**src/rtl/core/complex_arithmetic_unit_assert.svh**
```systemverilog
// Assertion macros shared by the complex arithmetic unit RTL.
// The macros expect signals named clk and rst_n in the enclosing module.
`ifndef COMPLEX_ARITHMETIC_UNIT_ASSERT_SVH
`define COMPLEX_ARITHMETIC_UNIT_ASSERT_SVH

// Same-cycle implication, checked outside reset.
`define CAU_ASSERT_HOLDS(lbl, ante, cons, msg) \
  lbl: assert property (@(posedge clk) disable iff (!rst_n) (ante) |-> (cons)) \
    else $error(msg);

// Next-cycle implication, checked outside reset.
`define CAU_ASSERT_NEXT(lbl, ante, cons, msg) \
  lbl: assert property (@(posedge clk) disable iff (!rst_n) (ante) |=> (cons)) \
    else $error(msg);

`endif

```
**src/rtl/core/cau_pkg.sv**
```systemverilog
// Package for the complex arithmetic unit: operation codes and the control
// bundle that travels down the pipeline. No dependencies.
`default_nettype none

package cau_pkg;

  localparam int KIND_W = 3;

  localparam logic [KIND_W-1:0] KIND_ADD = 3'd0;
  localparam logic [KIND_W-1:0] KIND_SUB = 3'd1;
  localparam logic [KIND_W-1:0] KIND_MUL = 3'd2;
  localparam logic [KIND_W-1:0] KIND_DIV = 3'd3;
  localparam logic [KIND_W-1:0] KIND_MAG = 3'd4;

  typedef struct packed {
    logic              valid;
    logic [KIND_W-1:0] kind;
    logic              neg_x;
    logic              neg_y;
  } cau_ctl_t;

endpackage

`default_nettype wire

```
**src/rtl/core/cau_final.sv**
```systemverilog
// Last stage of the complex arithmetic unit: quotient and root rounding,
// saturation and result selection by operation. Depends on cau_pkg.
`default_nettype none

module cau_final import cau_pkg::*; #(
  parameter int DATA_WIDTH = 32
) (
  input  logic                      clk,
  input  logic                      rst_n,
  input  logic                      ce,
  input  cau_ctl_t                  ctl_i,
  input  logic [2*DATA_WIDTH-1:0]   dsum_i,
  input  logic [2*DATA_WIDTH-1:0]   rem_x_i,
  input  logic [2*DATA_WIDTH-1:0]   rem_y_i,
  input  logic [DATA_WIDTH-1:0]     quo_x_i,
  input  logic [DATA_WIDTH-1:0]     quo_y_i,
  input  logic                      big_x_i,
  input  logic                      big_y_i,
  input  logic [DATA_WIDTH+1:0]     srem_i,
  input  logic [DATA_WIDTH-1:0]     root_i,
  input  logic [DATA_WIDTH-1:0]     dre_i,
  input  logic [DATA_WIDTH-1:0]     dim_i,
  input  logic                      dovf_i,
  output logic                      valid_o,
  output logic [2*DATA_WIDTH+1:0]   res_o     // {overflow, div_zero, im, re}
);

  localparam int W  = DATA_WIDTH;
  localparam int PW = 2 * DATA_WIDTH;
  localparam logic [W-1:0] LIM   = {1'b1, {(W-1){1'b0}}};
  localparam logic [W-1:0] MAX_V = {1'b0, {(W-1){1'b1}}};
  localparam logic [W-1:0] MIN_V = {1'b1, {(W-1){1'b0}}};

  // Round a quotient lane to nearest and saturate; {ovf, value}.
  function automatic logic [W:0] quo_round(input logic neg, input logic [PW-1:0] rem,
                                           input logic [PW-1:0] d, input logic [W-1:0] q,
                                           input logic big);
    logic         up;
    logic [W:0]   q1;
    logic         huge;
    logic         ovf;
    logic [W-1:0] v;
    up   = {rem, 1'b0} >= {1'b0, d};
    q1   = {1'b0, q} + {{W{1'b0}}, up};
    huge = big | q1[W];
    if (neg) begin
      ovf = huge || (q1[W-1:0] > LIM);
      v   = ovf ? MIN_V : (~q1[W-1:0] + 1'b1);
    end else begin
      ovf = huge || q1[W-1];
      v   = ovf ? MAX_V : q1[W-1:0];
    end
    return {ovf, v};
  endfunction

  logic [W:0]      div_re, div_im;
  logic            root_up;
  logic [W:0]      root1;
  logic            mag_ovf;
  logic            dz;
  logic [PW+1:0]   res_nxt;

  logic            valid_r;
  logic [PW+1:0]   res_r;

  always_comb begin
    div_re  = quo_round(ctl_i.neg_x, rem_x_i, dsum_i, quo_x_i, big_x_i);
    div_im  = quo_round(ctl_i.neg_y, rem_y_i, dsum_i, quo_y_i, big_y_i);
    // The root rounds up when the remainder exceeds the root itself.
    root_up = srem_i > {2'b00, root_i};
    root1   = {1'b0, root_i} + {{W{1'b0}}, root_up};
    mag_ovf = |root1[W:W-1];
    dz      = (dsum_i == '0);

    case (ctl_i.kind)
      KIND_ADD, KIND_SUB, KIND_MUL: res_nxt = {dovf_i, 1'b0, dim_i, dre_i};
      KIND_DIV: begin
        if (dz) res_nxt = {1'b0, 1'b1, {W{1'b0}}, {W{1'b0}}};
        else res_nxt = {div_re[W] | div_im[W], 1'b0, div_im[W-1:0], div_re[W-1:0]};
      end
      KIND_MAG: res_nxt = {mag_ovf, 1'b0, {W{1'b0}}, mag_ovf ? MAX_V : root1[W-1:0]};
      default:  res_nxt = '0;
    endcase
  end

  always_ff @(posedge clk) begin
    if (!rst_n) begin
      valid_r <= 1'b0;
    end else if (ce) begin
      valid_r <= ctl_i.valid;
    end
  end

  always_ff @(posedge clk) begin
    if (ce) begin
      res_r <= res_nxt;
    end
  end

  assign valid_o = valid_r;
  assign res_o   = res_r;

endmodule

`default_nettype wire

```
**config.mk**
```make
export PLATFORM = sky130hd
export DESIGN_NAME = cau_final
export DESIGN_NICKNAME = d
export VERILOG_FILES = /design/src/rtl/core/complex_arithmetic_unit_assert.svh /design/src/rtl/core/cau_pkg.sv /design/src/rtl/core/cau_final.sv
export SDC_FILE = /design/constraint.sdc
export NUM_CORES = 1
export LEC_CHECK = 0
export ABC_AREA = 0
export BUFFER_PORTS_ARGS = -buffer_cell sky130_fd_sc_hd__buf_4
export CAP_MARGIN = 40
export CORE_AREA = 2 2 182 184
export CTS_CLUSTER_SIZE = 8
export DETAILED_ROUTE_END_ITERATION = 12
export DIE_AREA = 0 0 184 186
export GPL_ROUTABILITY_DRIVEN = 0
export GPL_TIMING_DRIVEN = 0
export PLACE_DENSITY = 0.73
export SLEW_MARGIN = 20
export SYNTH_ARGS = -nofsm -noshare
export SYNTH_HDL_FRONTEND = slang
export SYNTH_SLANG_ARGS = --single-unit
```
**constraint.sdc**
```tcl
create_clock -name clk -period 7.54 [get_ports clk]
set_clock_uncertainty 0.15 [all_clocks]
set_input_delay 0.377 -clock clk [delete_from_list [all_inputs] [get_ports clk]]
set_output_delay 0.377 -clock clk [all_outputs]
set_load 0.01 [all_outputs]
```
==> results of run 1 <==
metal layers:
metal  GRT usage  wire (µm)
met5           0         24
met3      0.0669       4640
met1       0.349      19900
met4      0.0906       1490
met2       0.429      21800
report_power, final:
group | switching, mW | total, mW | internal [mW] | leakage [nW]
sequential | 0.0112 | 0.463 | 0.452 | 0.645
combinational | 0.375 | 0.731 | 0.356 | 6.44
clock | 0.173 | 0.394 | 0.221 | 0.127
worst register-to-register path, stage by stage, from the launching register on:
cell     delay, ps
dfxtp_1        310
mux2i_1        120
nor2b_1         60
worst max-delay path by stage:
| stage | from | endpoint | depth (start not counted) |
|---|---|---|---|
| CTS | dsum_i[8] | res_o[59]$_DFFE_PP_ | 23 |
| detailed placement | dsum_i[8] | res_o[59]$_DFFE_PP_ | 23 |
| floorplan | dsum_i[8] | res_o[59]$_DFFE_PP_ | 22 |
| global placement | dsum_i[8] | res_o[59]$_DFFE_PP_ | 23 |
| finish | dsum_i[48] | res_o[21]$_DFFE_PP_ | 25 |
| global route | dsum_i[48] | res_o[21]$_DFFE_PP_ | 24 |
registers in the layout (all words and copies together), names as in the netlist:
name,count
valid_o,1
res_o,66
final cells by class:
cell class	count	share of cell area
Sequential cell	67	0.128
Timing Repair Buffer	456	0.219
Inverter	115	0.0275
Multi-Input combinational cell	1196	0.559
Buffer	62	0.0164
Clock inverter	5	0.00191
Clock buffer	11	0.0148
Antenna cell	5	0.000798
Tap cell	408	0.0325
cell usage in the layout, fill, tap and decap left out, drive strengths merged, types with 32 or more instances in the layout:
master    n
xnor2    87
nand2    90
nor3     54
buf     470
clkbuf   59
o21ai    73
a221oi   32
a21o     81
nand4    71
edfxtp   66
a21oi    95
nand3    62
inv     115
nor4     51
nor2     59
ha      168
Yosys cell counts (4+ instances only):
| library cell | n |
|---|---|
| nor3_1 | 52 |
| a21o_1 | 81 |
| a221oi_1 | 32 |
| a31oi_1 | 9 |
| nand2_1 | 90 |
| and2_1 | 10 |
| nor2_1 | 59 |
| buf_2 | 13 |
| edfxtp_1 | 66 |
| ha_1 | 168 |
| a31o_2 | 7 |
| clkbuf_1 | 45 |
| nand3b_1 | 4 |
| o21a_1 | 7 |
| nor2b_1 | 11 |
| a22o_1 | 26 |
| xor2_1 | 30 |
| or4_1 | 5 |
| a21oi_1 | 95 |
| nand2b_1 | 9 |
| a21boi_0 | 7 |
| nor3b_1 | 10 |
| inv_1 | 115 |
| nor4b_1 | 4 |
| o21ai_0 | 72 |
| a211oi_1 | 11 |
| nor4_1 | 46 |
| or3_1 | 13 |
| xnor2_1 | 87 |
| a22oi_1 | 5 |
| nor4_2 | 4 |
| mux2i_1 | 7 |
| nand3_1 | 61 |
| or2_2 | 5 |
| a32o_1 | 7 |
| nand4_1 | 69 |
| and3_1 | 18 |
| o31ai_1 | 8 |
| and4_1 | 11 |
metrics by stage:
step	cell area [µm²]	std cells	util	hold WS, ps
after floorplan	11500	1440	-	339
after global placement	15400	2300	0.477	356
after detailed placement	15400	2300	0.477	363
after CTS	15600	2316	0.485	73.4
after global routing	15700	2321	0.487	83.1
final	15700	2325	0.487	72.9
cell families (layout without fill, tap and decap cells):
kind of cell,count (synthesis),after routing,share of synthesized area
mux,10,10,0.00940
other cells,0,5,0
fa+ha+maj,168,168,0.184
xor+xnor,117,117,0.0895
buf+inv,177,649,0.0602
compound gates,403,403,0.240
simple gates,498,498,0.243
flops,67,67,0.175
==> metrics.cfg, run 1 <==
[outcome]
status=completed

[logic_synthesis]
syn_nets=2006
synth.area.top_cells=ha_1, edfxtp_1, xnor2_1
async_flop_share=0
avgSynthCellArea_um2=7.95
synthFlopType=edfxtp_1
yosysSeqAreaShare=0.175
yosysWarnings=0
synth_top_area_frac=0.184
synth_top_cell_by_area=ha_1
synth_edf_count=66
syn_inst=1440
synth_seq_cells=67
ys_types=76
netlist_area_um2=11500

[pwr]
irDropWorstVdd_uv=98.0
power_leakage_nw=7.21
p_per_area_nw_per_um2=101
total_power_mw=1.59

[timing]
slew_headroom=0.378
grt_setup_unrepaired=false
slew_violations=0
layout_min_cycle_time_ps=6820
hold_viol_final=0
worst_pin_slew_ps=924
finalWorstSetupSlack_ps=720
clock.fmax_mhz=147
setup_violations=0
post-route-period-util=0.905
final.setup.tns_ps=0

[clock_tree]
htreeDepth=3
cts_buffers=9
root_buffer=clkbuf_16
ctsResizeCount=0
clk_latency_ps=360
cts_sinks=67
cts_tree=done
post-cts-setup-buffer-count=0
hold_buffers=0
clkTransAtPathRegs_ps=70
cts_buffer_depth=2

[critical_path]
cp.required_ps=7540
cp_common_cell=ha_1
crit_slowest_cell=nor4_2
cp.arrival_ps=6820
path_delay_family=simple AND/OR/NAND/NOR gates
reg2reg_slack_ps=6800
r2r-start=valid_o$_SDFFE_PN0P_
worstSetupPathType=primary input to flop
cpPeakStageDelay_ps=570
ff2ff_path_depth=2
timing.rr.end=valid_o$_SDFFE_PN0P_
end_kind=flop
cp_num_buf_inv=5
worstPathMaxFanout=10
crit_path_start_kind=primary input

[floorplan]
pin_count=465
chipWidth_um=184
fp.dieH_um=186
rows=66
start_util=0.356
fp.dieArea_um2=34200
coreArea_um2=32200

[grt]
grt_pass1_vias=12900
grt_pass1_wl_mm=70.6
grt_overflow=0
antenna_found_initial=7
track_usage=0.267
grt_max_degree=68

[routing]
vias=13600
wl_mm=47.8
ant_nets=0
dr.pass1.iters=5
routedWlPerCell_um=20.6
viasPerCell=5.84
drt_iter0_markers=1076
drc_errors=0

[final_layout]
syn_to_final_growth_pct=37.0
multi_input_area_um2=8770
nNetsFinal=2473
regArea_um2=2000
fillers=3132
layout-drive-gt1-share=0.270

[hold_path]
min_path_type=primary input to flop
min_to=valid_o$_SDFFE_PN0P_
min_from=rst_n
hold_depth=2

[placed_design]
dp_hpwl_mm=41.2
io_buffers=452
pre_cts_ws_ps=277

[job]
drv_cap=0

(Power assumes the default switching activity.)
==> run 2: changes to the inputs <==
--- a/config.mk
+++ b/config.mk
@@ -7,7 +7,6 @@
 export LEC_CHECK = 0
 export ABC_AREA = 0
 export BUFFER_PORTS_ARGS = -buffer_cell sky130_fd_sc_hd__buf_4
-export CAP_MARGIN = 40
 export CORE_AREA = 2 2 182 184
 export CTS_CLUSTER_SIZE = 8
 export DETAILED_ROUTE_END_ITERATION = 12
==> constraint.sdc (replaced) <==
create_clock -name clk -period 7.54 [get_ports clk]
set_clock_uncertainty 0.15 [all_clocks]
set_input_delay 0.754 -clock clk [delete_from_list [all_inputs] [get_ports clk]]
set_output_delay 0.754 -clock clk [all_outputs]
set_load 0.01 [all_outputs]
==> metrics.cfg, run 2 (synthesized netlist as in run 1, its figures left out) <==
[critical_path]
worstPathMaxFanout=9  ; -1
path_delay_family=simple AND/OR/NAND/NOR gates
worstSetupPathType=primary input to flop
cp.arrival_ps=7160  ; +340 ps
cpPeakStageDelay_ps=710  ; +140 ps
crit_chain=buf_4, inv_1, ha_1, nand2_1, or4_1, o22ai_1, nor2_1, o21ai_0, nand3_1, a311oi_1, o31ai_1, a31oi_1, ha_1, ha_1, nand4_1, nor3_2, xor2_1, nor4b_1, nand4_1, nor3_2, nor2_1, o31a_1, a32o_1
end_kind=flop
cp_common_cell=ha_1
cp_num_buf_inv=2  ; -3
crit_path_start_kind=primary input
cp.required_ps=7500  ; -40 ps
crit_slowest_cell=nor4b_1

[final_layout]
layout_common_cells=buf_4, ha_1, inv_1
largest_reg_flops=66  ; unchanged
final_util=0.486  ; -0.00132
layout-drive-gt1-share=0.269  ; -0.00101
layout_commonest_cell=buf_4
syn_to_final_growth_pct=36.6
nNetsFinal=2469  ; -0.16%
regArea_um2=2000  ; unchanged
fillers=3140  ; +0.26%
multi_input_area_um2=8770  ; about the same

[floorplan]
coreArea_um2=32200  ; unchanged
rows=66  ; unchanged
pin_count=465  ; unchanged
start_util=0.356  ; unchanged
fp.dieH_um=186  ; unchanged
fp.dieArea_um2=34200  ; unchanged
chipWidth_um=184  ; unchanged

[job]
drv_cap=0  ; unchanged

[pwr]
p_int_mw=1.03  ; -0.14%
p_seq_frac=0.292  ; about the same
p_per_area_nw_per_um2=101  ; +0.20%
power_leakage_nw=7.19  ; -0.37%
p_comb_frac=0.459  ; about the same
switching_share=0.353  ; +0.000447
switchingPower_uw=560  ; about the same
irDropWorstVdd_uv=97.5  ; -0.47%
power_frac_clock=0.249  ; about the same

[grt]
grt_max_degree=68  ; unchanged
grt_pass1_vias=12900  ; unchanged
track_usage=0.267  ; unchanged
antenna_found_initial=7  ; unchanged
grt_overflow=0  ; unchanged
grt_pass1_wl_mm=70.6  ; unchanged

[placed_design]
dp_hpwl_mm=41.2  ; unchanged
io_buffers=452  ; unchanged
pre_cts_ws_ps=-100  ; -377 ps

[timing]
whs_ps=378  ; +305 ps
grt_setup_unrepaired=false
slew_violations=0  ; unchanged
finalWorstSetupSlack_ps=335  ; -385 ps
slew_headroom=0.371  ; -0.00778
hold_viol_final=0  ; unchanged
setup_violations=0  ; unchanged
layout_min_cycle_time_ps=7210  ; +385 ps
final.setup.tns_ps=0  ; unchanged
post-route-period-util=0.956  ; +0.0511
clock.fmax_mhz=139  ; -5.3%
worst_pin_slew_ps=944  ; +20.2 ps

[outcome]
status=completed

[clock_tree]
clk_latency_ps=360  ; about the same
cts_sinks=67  ; unchanged
cts_tree=done
hold_buffers=0  ; unchanged
cts_buffer_depth=2  ; unchanged
post-cts-setup-buffer-count=0  ; unchanged
root_buffer=clkbuf_16
cts_buffers=9  ; unchanged
ctsResizeCount=0  ; unchanged
htreeDepth=3  ; unchanged
clkTransAtPathRegs_ps=60  ; about the same

[routing]
ant_nets=0  ; unchanged
viasPerCell=5.86  ; +0.31%
drc_errors=0  ; unchanged
vias=13600  ; +0.14%
dr.pass1.iters=5  ; unchanged
drt_iter0_markers=981  ; -8.8%
routedWlPerCell_um=20.5  ; -0.18%
wl_mm=47.7  ; -0.35%

[hold_path]
min_path_type=flop to flop

run 2: cell count changes in the layout (fill, tap and decap cells not counted):
| cell | change |
|---|---|
| buf_2 | -1 |
| nor3_1 | -1 |
| buf_16 | -1 |
| clkbuf_4 | -2 |
| nor3_2 | +1 |
run 2: final timing paths:
| check | startpoint | endpoint | slack [ps] | cells after the start |
|---|---|---|---|---|
| worst min-delay path | valid_o$_SDFFE_PN0P_ | valid_o$_SDFFE_PN0P_ | 380 | 2 |
| worst max register to register | valid_o$_SDFFE_PN0P_ | valid_o$_SDFFE_PN0P_ | 6800 | 2 |
| worst min register to register | valid_o$_SDFFE_PN0P_ | valid_o$_SDFFE_PN0P_ | 380 | 2 |
| worst max-delay path | dsum_i[8] | res_o[59]$_DFFE_PP_ | 330 | 23 |
run 2: worst reg2reg max path, cell delays in order (launching register included):
cell     delay, ps
dfxtp_1        310
mux2i_1        120
nor2b_1         60
run 2: cell type report:
class	count	share of cell area
Multi-Input combinational cell	1196	0.561
Timing Repair Buffer	452	0.217
Sequential cell	67	0.128
Tap cell	408	0.0326
Inverter	115	0.0276
Buffer	62	0.0165
Clock buffer	11	0.0149
Clock inverter	5	0.00192
Antenna cell	5	0.000800
run 2: stage by stage:
stage | cells | cell area, µm² | total power, mW
after global routing | 2317 | 15600 | 1.67
after CTS | 2316 | 15600 | 1.58
after global placement | 2300 | 15400 | 1.17
final | 2321 | 15600 | 1.59
after floorplan | 1440 | 11500 | 0.822
after detailed placement | 2300 | 15400 | 1.19
run 2: power groups by stage:
stage / clock network (mW) / logic, mW / registers, mW
finish: 0.395 / 0.729 / 0.463
global route: 0.409 / 0.796 / 0.467
CTS: 0.397 / 0.719 / 0.464
detailed placement: 0 / 0.715 / 0.471
global placement: 0 / 0.696 / 0.471
floorplan: 0 / 0.334 / 0.488
run 2: per-layer routing:
metal,GRT usage,part of all wire,vias up
li1,-,-,6423
met1,0.349,0.41,6369
met2,0.429,0.45,678
met3,0.0669,0.098,116
met4,0.0906,0.033,4
met5,0,0.00050,-
