**config.mk**
```make
export PLATFORM = sky130hd
export DESIGN_NAME = cau_cell
export DESIGN_NICKNAME = d
export VERILOG_FILES = /design/src/rtl/core/complex_arithmetic_unit_assert.svh /design/src/rtl/core/cau_pkg.sv /design/src/rtl/core/cau_cell.sv
export SDC_FILE = /design/constraint.sdc
export NUM_CORES = 1
export LEC_CHECK = 0
export ABC_AREA = 1
export ABC_CLOCK_PERIOD_IN_PS = 2200
export BUFFER_PORTS_ARGS = -buffer_cell sky130_fd_sc_hd__clkbuf_2
export CAP_MARGIN = 25
export CORE_AREA = 5 5 407 409
export DETAILED_ROUTE_END_ITERATION = 10
export DIE_AREA = 0 0 412 414
export GPL_ROUTABILITY_DRIVEN = 1
export HOLD_SLACK_MARGIN = 0.08
export PLACE_DENSITY_LB_ADDON = 0.05
export SYNTH_ARGS = -nofsm -noshare
export SYNTH_HDL_FRONTEND = slang
export SYNTH_SLANG_ARGS = --single-unit
```
**constraint.sdc**
```tcl
create_clock -name clk -period 2.2 [get_ports clk]
set_input_delay 0.11 -clock clk [delete_from_list [all_inputs] [get_ports clk]]
set_output_delay 0.11 -clock clk [all_outputs]
set_load 0.005 [all_outputs]
```
**src/rtl/core/complex_arithmetic_unit_assert.svh**
```systemverilog
// Assertion macros shared by the complex arithmetic unit RTL.
// The macros expect signals named clk and rst_n in the enclosing module.
`ifndef COMPLEX_ARITHMETIC_UNIT_ASSERT_SVH
`define COMPLEX_ARITHMETIC_UNIT_ASSERT_SVH

// Same-cycle implication, checked outside reset.
`define CAU_ASSERT_HOLDS(lbl, ante, cons, msg) \
  lbl: assert property (@(posedge clk) disable iff (!rst_n) (ante) |-> (cons)) \
    else $error(msg);

// Next-cycle implication, checked outside reset.
`define CAU_ASSERT_NEXT(lbl, ante, cons, msg) \
  lbl: assert property (@(posedge clk) disable iff (!rst_n) (ante) |=> (cons)) \
    else $error(msg);

`endif

```
**src/rtl/core/cau_pkg.sv**
```systemverilog
// Package for the complex arithmetic unit: operation codes and the control
// bundle that travels down the pipeline. No dependencies.
`default_nettype none

package cau_pkg;

  localparam int KIND_W = 3;

  localparam logic [KIND_W-1:0] KIND_ADD = 3'd0;
  localparam logic [KIND_W-1:0] KIND_SUB = 3'd1;
  localparam logic [KIND_W-1:0] KIND_MUL = 3'd2;
  localparam logic [KIND_W-1:0] KIND_DIV = 3'd3;
  localparam logic [KIND_W-1:0] KIND_MAG = 3'd4;

  typedef struct packed {
    logic              valid;
    logic [KIND_W-1:0] kind;
    logic              neg_x;
    logic              neg_y;
  } cau_ctl_t;

endpackage

`default_nettype wire

```
**src/rtl/core/cau_cell.sv**
```systemverilog
// One cell of the divide/root chain: a restoring divide step on each of the
// two quotient lanes and, in the first cells, one digit of the square root.
// Depends on cau_pkg.
`default_nettype none

module cau_cell import cau_pkg::*; #(
  parameter int DATA_WIDTH = 32,
  parameter int STEP       = 0
) (
  input  logic                      clk,
  input  logic                      rst_n,
  input  logic                      ce,
  input  cau_ctl_t                  ctl_i,
  input  logic [2*DATA_WIDTH-1:0]   num_x_i,
  input  logic [2*DATA_WIDTH-1:0]   num_y_i,
  input  logic [2*DATA_WIDTH-1:0]   dsum_i,
  input  logic [2*DATA_WIDTH-1:0]   rem_x_i,
  input  logic [2*DATA_WIDTH-1:0]   rem_y_i,
  input  logic [DATA_WIDTH-1:0]     quo_x_i,
  input  logic [DATA_WIDTH-1:0]     quo_y_i,
  input  logic                      big_x_i,
  input  logic                      big_y_i,
  input  logic [DATA_WIDTH+1:0]     srem_i,
  input  logic [DATA_WIDTH-1:0]     root_i,
  input  logic [DATA_WIDTH-1:0]     dre_i,
  input  logic [DATA_WIDTH-1:0]     dim_i,
  input  logic                      dovf_i,
  output cau_ctl_t                  ctl_o,
  output logic [2*DATA_WIDTH-1:0]   num_x_o,
  output logic [2*DATA_WIDTH-1:0]   num_y_o,
  output logic [2*DATA_WIDTH-1:0]   dsum_o,
  output logic [2*DATA_WIDTH-1:0]   rem_x_o,
  output logic [2*DATA_WIDTH-1:0]   rem_y_o,
  output logic [DATA_WIDTH-1:0]     quo_x_o,
  output logic [DATA_WIDTH-1:0]     quo_y_o,
  output logic                      big_x_o,
  output logic                      big_y_o,
  output logic [DATA_WIDTH+1:0]     srem_o,
  output logic [DATA_WIDTH-1:0]     root_o,
  output logic [DATA_WIDTH-1:0]     dre_o,
  output logic [DATA_WIDTH-1:0]     dim_o,
  output logic                      dovf_o
);

  localparam int W  = DATA_WIDTH;
  localparam int PW = 2 * DATA_WIDTH;

  // One restoring step; returns {big, quotient, remainder}.
  function automatic logic [PW+W:0] div_step(input logic [PW-1:0] rem,
                                             input logic nbit,
                                             input logic [PW-1:0] d,
                                             input logic [W-1:0] q,
                                             input logic big);
    logic [PW:0] sh;
    logic [PW:0] df;
    logic        ge;
    sh = {rem, nbit};
    ge = sh >= {1'b0, d};
    df = sh - {1'b0, d};
    return {big | q[W-1], q[W-2:0], ge, ge ? df[PW-1:0] : sh[PW-1:0]};
  endfunction

  logic            nbit_x, nbit_y;
  logic [PW+W:0]   step_x, step_y;
  logic [W+1:0]    srem_nxt;
  logic [W-1:0]    root_nxt;

  logic              valid_r;
  logic [KIND_W-1:0] kind_r;
  logic              neg_x_r, neg_y_r;
  logic [PW-1:0]     num_x_r, num_y_r, dsum_r, rem_x_r, rem_y_r;
  logic [W-1:0]      quo_x_r, quo_y_r, root_r, dre_r, dim_r;
  logic              big_x_r, big_y_r, dovf_r;
  logic [W+1:0]      srem_r;

  // Dividend bits go in from the top; after them the fraction shifts in zeros.
  if (STEP < PW) begin : g_nbit
    assign nbit_x = num_x_i[PW-1-STEP];
    assign nbit_y = num_y_i[PW-1-STEP];
  end else begin : g_nbit_zero
    assign nbit_x = 1'b0;
    assign nbit_y = 1'b0;
  end

  assign step_x = div_step(rem_x_i, nbit_x, dsum_i, quo_x_i, big_x_i);
  assign step_y = div_step(rem_y_i, nbit_y, dsum_i, quo_y_i, big_y_i);

  if (STEP < W) begin : g_sqrt
    logic [W+3:0] r4;
    logic [W+3:0] tr;
    logic [W+3:0] sd;
    logic         ge;
    always_comb begin
      r4       = {srem_i, dsum_i[PW-1-2*STEP -: 2]};
      tr       = {2'b00, root_i, 2'b01};
      ge       = r4 >= tr;
      sd       = r4 - tr;
      srem_nxt = ge ? sd[W+1:0] : r4[W+1:0];
      root_nxt = {root_i[W-2:0], ge};
    end
  end else begin : g_sqrt_pass
    assign srem_nxt = srem_i;
    assign root_nxt = root_i;
  end

  always_ff @(posedge clk) begin
    if (!rst_n) begin
      valid_r <= 1'b0;
    end else if (ce) begin
      valid_r <= ctl_i.valid;
    end
  end

  always_ff @(posedge clk) begin
    if (ce) begin
      kind_r      <= ctl_i.kind;
      neg_x_r     <= ctl_i.neg_x;
      neg_y_r     <= ctl_i.neg_y;
      num_x_r     <= num_x_i;
      num_y_r     <= num_y_i;
      dsum_r      <= dsum_i;
      {big_x_r, quo_x_r, rem_x_r} <= step_x;
      {big_y_r, quo_y_r, rem_y_r} <= step_y;
      srem_r      <= srem_nxt;
      root_r      <= root_nxt;
      dre_r       <= dre_i;
      dim_r       <= dim_i;
      dovf_r      <= dovf_i;
    end
  end

  assign ctl_o   = '{valid: valid_r, kind: kind_r, neg_x: neg_x_r, neg_y: neg_y_r};
  assign num_x_o = num_x_r;
  assign num_y_o = num_y_r;
  assign dsum_o  = dsum_r;
  assign rem_x_o = rem_x_r;
  assign rem_y_o = rem_y_r;
  assign quo_x_o = quo_x_r;
  assign quo_y_o = quo_y_r;
  assign big_x_o = big_x_r;
  assign big_y_o = big_y_r;
  assign srem_o  = srem_r;
  assign root_o  = root_r;
  assign dre_o   = dre_r;
  assign dim_o   = dim_r;
  assign dovf_o  = dovf_r;

endmodule

`default_nettype wire

```
==> results.txt, run 1 <==
- The clock network accounts for 33.6% of the total power.
- Startpoint of the most critical register-to-register path: valid_r$_SDFFE_PN0P_
* Area of the core: ~0.16 mm^2
* Global placer's final weighted congestion: 0.8868
- Summing over every cut layer, the via total after detailed routing is roughly 36000.
- Failing checks: setup timing
- Of the synthesized area, sequential elements account for 48.34%.
- On the final layout, the worst hold slack is 0.08823 ns.
- Multi-input combinational cell area: 0.01382 mm^2
* Most common library cell in the layout ignoring fill and taps: sky130_fd_sc_hd__nand2_1
* Area added between synthesis and finish: 71.25%
- The library cells used most frequently in the layout, excluding fill and tap cells, are 1677 x sky130_fd_sc_hd__nand2_1, 1039 x sky130_fd_sc_hd__clkbuf_2, 855 x sky130_fd_sc_hd__buf_4.
* I/O pin count: 1049
- Net load switching power: 11050 uW
* Max-slew headroom: 67.61%
- Clock latency on the worst-skew pair, taken at its later pin, is around 0.66 ns.
- In the global route stage, overall resource usage came out at 21.27%.
- Based on the critical path, the design can be clocked at up to 450.8 MHz.
- Number of max-slew violations in the final report: 0
- Largest net degree at the start of global routing: 58
- In this run the mean area of a mapped cell was 7.746 um^2.
- Setup violations remaining at the end of the flow were counted as 1.
- TritonCTS built the clock tree.
- CTS Buf Count: between 70 and 80
- Measured on the finished design, the core utilization comes to approximately a third.
* Initial DRC count: 1820
* Number of warnings reported in the yosys synthesis log: 0
* Endpoint type of the worst setup path: register
* Top area cells in the synthesized netlist: sky130_fd_sc_hd__edfxtp_1 48%, sky130_fd_sc_hd__nand2_1 20%, sky130_fd_sc_hd__inv_1 9.3%, sky130_fd_sc_hd__ha_1 6.2%, sky130_fd_sc_hd__nand3_1 3.7%
- Number of nets still failing antenna checks after routing: 0
- CTS saw about 520 sinks.
- Initial Utilization: around a fifth
- Seq pwr share: 36.1%
* Number of buffers inserted by port buffering: 1048
- Synthesis instantiated 38 different standard cells from the library.
* Post-detailed-placement half-perimeter wirelength: 161100 um
- Run status: complete, but fails checks
* Library cell with the largest summed area after synthesis: sky130_fd_sc_hd__edfxtp_1
- Clock-pin slew of the registers on the worst-case setup and hold paths: 0.06 ns
- Number of max-cap violations: 0
- Number of antenna violations at the first check in global routing: 26
- When the netlist entered floorplanning its net count stood at around 4900.
* Fin crit period: 2.218 ns
* Die area: 0.1706 mm^2
- At the pin with the least slew margin, the transition time is 0.4807 ns.
- Per report_power, the combinational group accounts for between 30% and 40% of the total.
* Footprint of the flip-flops and latches: roughly 0.016 mm^2
- Along the worst hold path, the cell count comes to 5.
* Number of placement rows: 148
- Data on the critical path is required at its endpoint by 2.63 ns.
- Count of endpoints failing hold in the final timing report: 0
* P_leak: between 0.02 and 0.03 uW
- Type of element launching the critical path: input pin
* # fillers: between 15000 and 20000
- The top cell type by area accounts for 48.28% of the synthesized area.
- The worst register-to-register path ends at valid_r$_SDFFE_PN0P_.
- Across the VDD grid, the largest voltage drop is approximately 0.50 mV.
- Netlist Area Pre-Place: 0.03246 mm^2
- Drt total wl: ~190000 um
- Number of buffers on the longest clock path: 3
- The path class of the tightest hold or removal check is in -> reg.
* Critical Setup Path Class: in -> reg
- Crit path DAT: 2.65 ns
- H-tree levels: 3
- Count of cells along the worst register-to-register path: 3
- Via count of the first global-routing pass: 36770
* Horiz. Die Dim: 412 um
* Vias per cell: 4.011
* Final clock period utilization by the worst path: 100.8%
* Pwr dens: about 630 mW/mm^2
- In this run the register-to-register setup slack is 1.01 ns.
- Unrepaired setup endpoints after global routing: yes
- Height of the chip: a little over 400 um
- Number of remaining DRC errors: 0
- Total grt overflow: 0
- Layout cell share with drive strength beyond 1: 32.38%
* Total number of nets in the final design: between 7000 and 8000
- The critical path starts at dsum_i[34].
- The internal power of the cells totals approximately 24000 uW.
* DRT Pass-1 Iters: 5
- Of all nets on the critical path, the largest fanout is 4.
- The tree is rooted in a sky130_fd_sc_hd__clkbuf_16.
- Average detailed-routed wire length per instance: 21.09 um
- Clock skew on the completed layout was measured at 0 ns.
- Crit path to: rem_x_o[46]$_DFFE_PP_
* Worst-case setup margin in the final layout: -0.01849 ns
* First-pass GRT wire length: 261200 um
- Post-synthesis sequential element count: ~520
- The cell count after synthesis came out at 4191.
* Switching power share of the total: 31.70%
-- through the flow --
step | TNS (ns) | setup WS, ns | power, uW | instance area, um^2 | cells
floorplan | 0 | 0.2023 | 16310 | 32460 | 4191
global placement | -129.43 | -1.396 | 22540 | 47110 | 8253
detailed placement | -129.64 | -1.319 | 22490 | 47110 | 8253
CTS | 0 | 0.0005274 | 35440 | 55040 | 8932
global route | -0.02826 | -0.02157 | 36800 | 55590 | 8945
finish | -0.01849 | -0.01849 | 34840 | 55600 | 8947
-- final cells by class --
cell class | instances | area share (%)
antenna | 6 | 0.02701
clock buffer | 86 | 3.297
clock inverter | 38 | 0.8529
inverter | 826 | 5.597
multi-input combinational | 2800 | 24.86
sequential | 523 | 28.23
tap | 2175 | 4.895
timing repair buffer | 2493 | 32.24
-- worst max-delay path: stages --
cell and delay [ns]:
sky130_fd_sc_hd__clkbuf_2 0.10, sky130_fd_sc_hd__inv_1 0.16, sky130_fd_sc_hd__ha_1 0.48, sky130_fd_sc_hd__nand2_1 0.14
sky130_fd_sc_hd__buf_4 0.15, sky130_fd_sc_hd__nor2_1 0.22, sky130_fd_sc_hd__nand2_1 0.18, sky130_fd_sc_hd__nor2_1 0.24
sky130_fd_sc_hd__buf_4 0.18, sky130_fd_sc_hd__nand3_1 0.21, sky130_fd_sc_hd__nand4_1 0.14, sky130_fd_sc_hd__nand2_1 0.17
sky130_fd_sc_hd__nand2_1 0.10, sky130_fd_sc_hd__nand2_1 0.06
-- worst min path at each step --
stage	from	to	slack, ns
final	rem_y_i[55]	rem_y_o[56]$_DFFE_PP_	0.09
after global placement	num_x_i[33]	num_x_o[33]$_DFFE_PP_	0.29
after detailed placement	dim_i[24]	dim_o[24]$_DFFE_PP_	0.29
after floorplan	ce	valid_r$_SDFFE_PN0P_	0.20
after CTS	rem_x_i[51]	rem_x_o[52]$_DFFE_PP_	-0.32
after global routing	rem_y_i[5]	rem_y_o[6]$_DFFE_PP_	0.1
-- cell families (layout without fill, tap and decap cells) --
family,Yosys count,count (layout),share of synthesized area [%]
compound gates,179,179,2.840
xor+xnor,82,82,2.212
fa+ha+maj,164,164,6.367
buf+inv,868,3443,10.43
flops,523,523,48.34
other cells,0,6,0
simple gates,2375,2375,29.81
-- flip-flops by register name, indices dropped and copies added, names as in the netlist --
register and flops:
dsum_o 64, num_x_o 64, num_y_o 64, rem_x_o 64, rem_y_o 64, srem_o 34, dim_o 32, dre_o 32
quo_x_o 32, quo_y_o 32, root_o 32, kind_r 3, big_x_o 1, big_y_o 1, dovf_o 1, neg_x_r 1
neg_y_r 1, valid_r 1
-- metal layers --
layer  wire length, um  track usage [%]  vias up
li1                  -                -    18150
met1             72660            23.30    16680
met2            102400            41.88      839
met3              8074            3.020      204
met4              5503            6.156        8
met5                51                0        -
-- power by group through the flow --
stage               Sequential, uW  Clock, uW  Combinational, uW
global route                 12600      12600              11500
finish                       12600      11700              10600
global placement             12800          0               9770
CTS                          12600      12200              10700
floorplan                    12800          0               3500
detailed placement           12800          0               9730
-- synth_stat cells --
cell,number
sky130_fd_sc_hd__and2_1,4
sky130_fd_sc_hd__nor3_1,19
sky130_fd_sc_hd__nor2_2,16
sky130_fd_sc_hd__clkbuf_1,10
sky130_fd_sc_hd__nand2_1,1699
sky130_fd_sc_hd__o21bai_1,2
sky130_fd_sc_hd__xnor2_1,5
sky130_fd_sc_hd__or2_2,4
sky130_fd_sc_hd__xor2_1,77
sky130_fd_sc_hd__a21oi_1,129
sky130_fd_sc_hd__dfxtp_1,1
sky130_fd_sc_hd__nor2_1,279
sky130_fd_sc_hd__buf_2,21
sky130_fd_sc_hd__nand4_1,16
sky130_fd_sc_hd__nand3_1,240
sky130_fd_sc_hd__fa_1,2
sky130_fd_sc_hd__and3_1,5
sky130_fd_sc_hd__nand2_4,2
sky130_fd_sc_hd__inv_2,19
sky130_fd_sc_hd__o21a_1,1
sky130_fd_sc_hd__nor4_1,12
sky130_fd_sc_hd__ha_1,162
sky130_fd_sc_hd__o21ai_2,1
sky130_fd_sc_hd__o21ai_0,40
sky130_fd_sc_hd__clkinv_1,1
sky130_fd_sc_hd__inv_1,806
sky130_fd_sc_hd__buf_4,3
sky130_fd_sc_hd__o31ai_1,1
sky130_fd_sc_hd__a21o_1,5
sky130_fd_sc_hd__nand3_2,2
sky130_fd_sc_hd__nor4_4,1
sky130_fd_sc_hd__edfxtp_1,522
sky130_fd_sc_hd__nand2_2,34
sky130_fd_sc_hd__buf_12,3
sky130_fd_sc_hd__nor2_4,2
sky130_fd_sc_hd__buf_6,4
sky130_fd_sc_hd__nand3b_1,40
sky130_fd_sc_hd__buf_8,1
-- what timing repair did --
action	CTS	global route
pin swaps	3	11
endpoints found under the setup margin	65	162
gates resized for setup	12	100
hold endpoints to repair	629	8
buffers inserted	2	4
cloned	0	0
hold buffers	553	8
No activity file was read; power rests on OpenSTA's default activity.
==> run 2: changes to the inputs <==
CTS_CLUSTER_DIAMETER = 200   (was default)
PLACE_DENSITY = 0.5   (was default)
PLACE_DENSITY_LB_ADDON = default   (was 0.05)
==> run 2 against run 1 <==
Against the previous run: the run now ends clean; critical path depth down 1; largest cell class unchanged; critical path type unchanged; wire length down 2.7%; global-route usage is 0.74 points lower; non-clock buffer count increased by 23; clock skew did not move; sequential power is essentially flat; first-iteration DRC count grew 48%; clock power about the same; combinational power is essentially flat; design area grew 1.1%; clock-buffer cell count shrank 12; utilization rose by 0.39 points.
==> results.txt, run 2 (same netlist as run 1, synthesis figures left out) <==
- First-pass GRT wire length: 254300 um (-2.7%)
* Number of max-cap violations: 0 (unchanged)
- The depth of the CTS H-tree was 3 (unchanged).
- Hold path startpoint: rem_x_i[2]
- Clock Root Buffer: sky130_fd_sc_hd__clkbuf_16
- The startpoint identified for the worst register-to-register timing path is valid_r$_SDFFE_PN0P_.
* Pwr Total: 35160 uW (+0.92%)
* Number of antenna violations at the first check in global routing: 26 (unchanged)
- Leaving out fill and tap cells, the most frequent cells in the layout are 1684 x sky130_fd_sc_hd__nand2_1, 1040 x sky130_fd_sc_hd__clkbuf_2, 804 x sky130_fd_sc_hd__inv_1.
* Number of buffers inserted by port buffering: 1048 (unchanged)
- In this design, the critical path's most frequently occurring cell is sky130_fd_sc_hd__nand2_1.
- Class of the tightest hold or removal check: in -> reg
* Detailed-routed wire length on met3: 10370 um (+28%)
* Number of endpoints failing setup at the final stage: 0 (-1)
- The global routing usage summed across all routing layers came to 20.53% (-0.74 points).
- Number of placement rows: 148 (unchanged)
- The number of cells on the worst hold path was 6 (+1).
- The clock slew seen by the registers of the worst setup and hold paths is 0.07 ns (about the same).
- Insertion delay to the later sink of the worst-skew pair: 0.68 ns (+0.02 ns)
- Height of the chip: 414 um (unchanged)
- The max-slew headroom at the worst pin was 65.84% (-1.8 points).
* Maximum cell stage delay along the critical path: 0.53 ns (+0.05 ns)
- Highest routed layer: met5
- Crit path DAT: 2.58 ns (-0.07 ns)
- Total grt overflow: 0 (unchanged)
* Number of max-slew violations in the final report: 0 (unchanged)
* Placement-stage cell area: 0.04675 mm^2 (-0.75%)
- Number of nets still failing antenna checks after routing: 0 (unchanged)
- Post-detailed-placement half-perimeter wirelength: 150300 um (-6.7%)
- Critical path peak fanout: 40 (+36)
- The minimum hold slack was 0.1052 ns (+0.01697 ns).
- Transition time at the pin with the least slew margin: 0.5082 ns (+0.02749 ns)
- Reg-to-reg slack, setup: 0.97 ns (-0.04 ns)
- The worst setup path is launched from an input pin.
* Via Count: 37050 (+3.2%)
* Amount of wire on met2 after detailed routing: 94150 um (-8.1%)
- Endpoint of the worst-slack reg-to-reg timing path: valid_r$_SDFFE_PN0P_
- Slowest stage cell on the critical path: sky130_fd_sc_hd__dlygate4sd3_1
* Sink count of the clock tree: 523 (unchanged)
* Initial Utilization: 20.08% (unchanged)
- The buffer depth of the longest clock path is 3 (unchanged).
- Crit-path cells: dlygate4sd3_1, clkbuf_2, ha_1, inv_2, nor4_2, nand3_1, nand2_1, nor2_1, nand2_2, inv_2, buf_12, nand2_1, nand2_1
* Global placer's final weighted congestion: 0.9809 (+11%)
* Area added between synthesis and finish: 73.17%
- Post-Layout Inst Area: 0.05622 mm^2 (+1.1%)
- The fmax came to 460.5 MHz (+2.2%).
- The met1 wire length is 70220 um (-3.3%).
- Run status: finished clean
* CTS Buf Count: 68 (-4.2%)
* Pwr dens: 625.4 mW/mm^2 (-0.20%)
- Layout cell share with drive strength beyond 1: 31.61% (-0.78 points)
- Count of cells along the worst register-to-register path: 3 (unchanged)
- TritonCTS clock tree: built
- CP Data Required Time: 2.61 ns (-0.02 ns)
- The library cell used most frequently in the layout, excluding fill and tap cells, is sky130_fd_sc_hd__nand2_1.
* Horiz. Die Dim: 412 um (unchanged)
- Number of remaining DRC errors: 0 (unchanged)
- The static leakage power was 0.02920 uW (+0.56%).
- The worst setup path is captured at a register.
* Vias per cell: 4.127 (+2.9%)
- Setup clock skew after layout: 0 ns (unchanged)
- The core region area came to 0.1617 mm^2 (unchanged).
* Maximum vdd ir drop: 0.5115 mV (+2.0%)
* Total number of nets in the final design: 7426 (+0.28%)
- The detailed-route wire length came to 183700 um (-2.7%).
* Largest net degree at the start of global routing: 73 (+26%)
- The post-layout minimum cycle time is 2.171 ns (-0.04700 ns).
- The total iterations of the first detailed-routing run is 5 (unchanged).
- The average routed wire per standard cell is 20.46 um (-3.0%).
- Initial DRC count: 2700 (+48%)
* Die area: 0.1706 mm^2 (unchanged)
- The number of global-route vias before repair was 37540 (+2.1%).
- Count of endpoints failing hold in the final timing report: 0 (unchanged)
- Cells after DPL: 8191 (-0.75%)
* Capture endpoint of the worst hold path: rem_x_o[3]$_DFFE_PP_
- The setup path with the least slack is of type in -> reg.
* Non-filler cells, final: 8977 (+0.34%)
* Final clock period utilization by the worst path: 98.70% (-2.1 points)
- The number of primary I/O pins is 1049 (unchanged).
[run 2: cell count changes in the layout (fill, tap and decap cells not counted), moves of 9 or more]
cell / delta
sky130_fd_sc_hd__buf_4: -75
sky130_fd_sc_hd__clkbuf_1: -9
sky130_fd_sc_hd__clkinv_2: +10
sky130_fd_sc_hd__dlygate4sd3_1: +92
sky130_fd_sc_hd__nand3_1: -13
sky130_fd_sc_hd__nand3_2: +13
sky130_fd_sc_hd__nor2_1: -13
sky130_fd_sc_hd__nor2_2: +10
[run 2: through the flow]
step | setup WS, ns | setup TNS [ns] | util, %
final | 0.02852 | 0 | 34.78
after global routing | -0.02689 | -0.2007 | 34.77
after CTS | 0.002617 | 0 | 34.41
after detailed placement | -0.9441 | -99.55 | 28.92
after global placement | -0.9886 | -103.04 | 28.92
after floorplan | 0.2023 | 0 | -
[run 2: layout make-up]
type / count / area, um^2
Fill cell: 16950 / 105400
Timing Repair Buffer: 2516 / 18410
Sequential cell: 523 / 15700
Multi-Input combinational cell: 2801 / 13880
Inverter: 826 / 3100
Tap cell: 2175 / 2721
Clock buffer: 74 / 1724
Clock inverter: 50 / 656.9
Antenna cell: 12 / 30.03
[run 2: what timing repair did]
action / in CTS / in global routing
hold endpoints to repair: 642 / 6
pin swaps: 0 / 10
hold buffers: 647 / 6
gates resized for setup: 2 / 116
setup buffers: 0 / 3
endpoints found under the setup margin: 65 / 152
gates cloned: 0 / 1
[run 2: worst max-delay path, delay by kind of cell]
kind / cells / cell delay [ns]
and+or+nand+nor: 7 / 1.13
buffers and inverters: 5 / 0.98
adders and majority gates: 1 / 0.31
[run 2: worst max-delay path by stage]
stage | start | end | slack (ns) | depth (start not counted)
3_3_place_gp | dsum_i[48] | rem_x_o[60]$_DFFE_PP_ | -0.99 | 12
2_1_floorplan | dsum_i[7] | rem_y_o[3]$_DFFE_PP_ | 0.20 | 18
6_report | rem_x_i[62] | rem_x_o[50]$_DFFE_PP_ | 0.03 | 13
4_1_cts | rem_x_i[15] | rem_x_o[53]$_DFFE_PP_ | 0.003 | 15
5_1_grt | root_i[18] | srem_o[28]$_DFFE_PP_ | -0.03 | 17
3_5_place_dp | dsum_i[48] | rem_x_o[60]$_DFFE_PP_ | -0.94 | 12
[run 2: layer usage]
metal,up-vias,track usage (%)
met5,-,0
met4,4,8.980
met3,290,2.899
met2,1306,38.19
met1,17230,23.15
li1,18220,-
[run 2: power by group]
group,total [uW],switching (uW),internal [uW],leakage [uW]
sequential,12800,621,12200,0.00511
clock,12000,5070,6900,0.00115
combinational,10300,5580,4760,0.0229
total,35200,11300,23900,0.0292
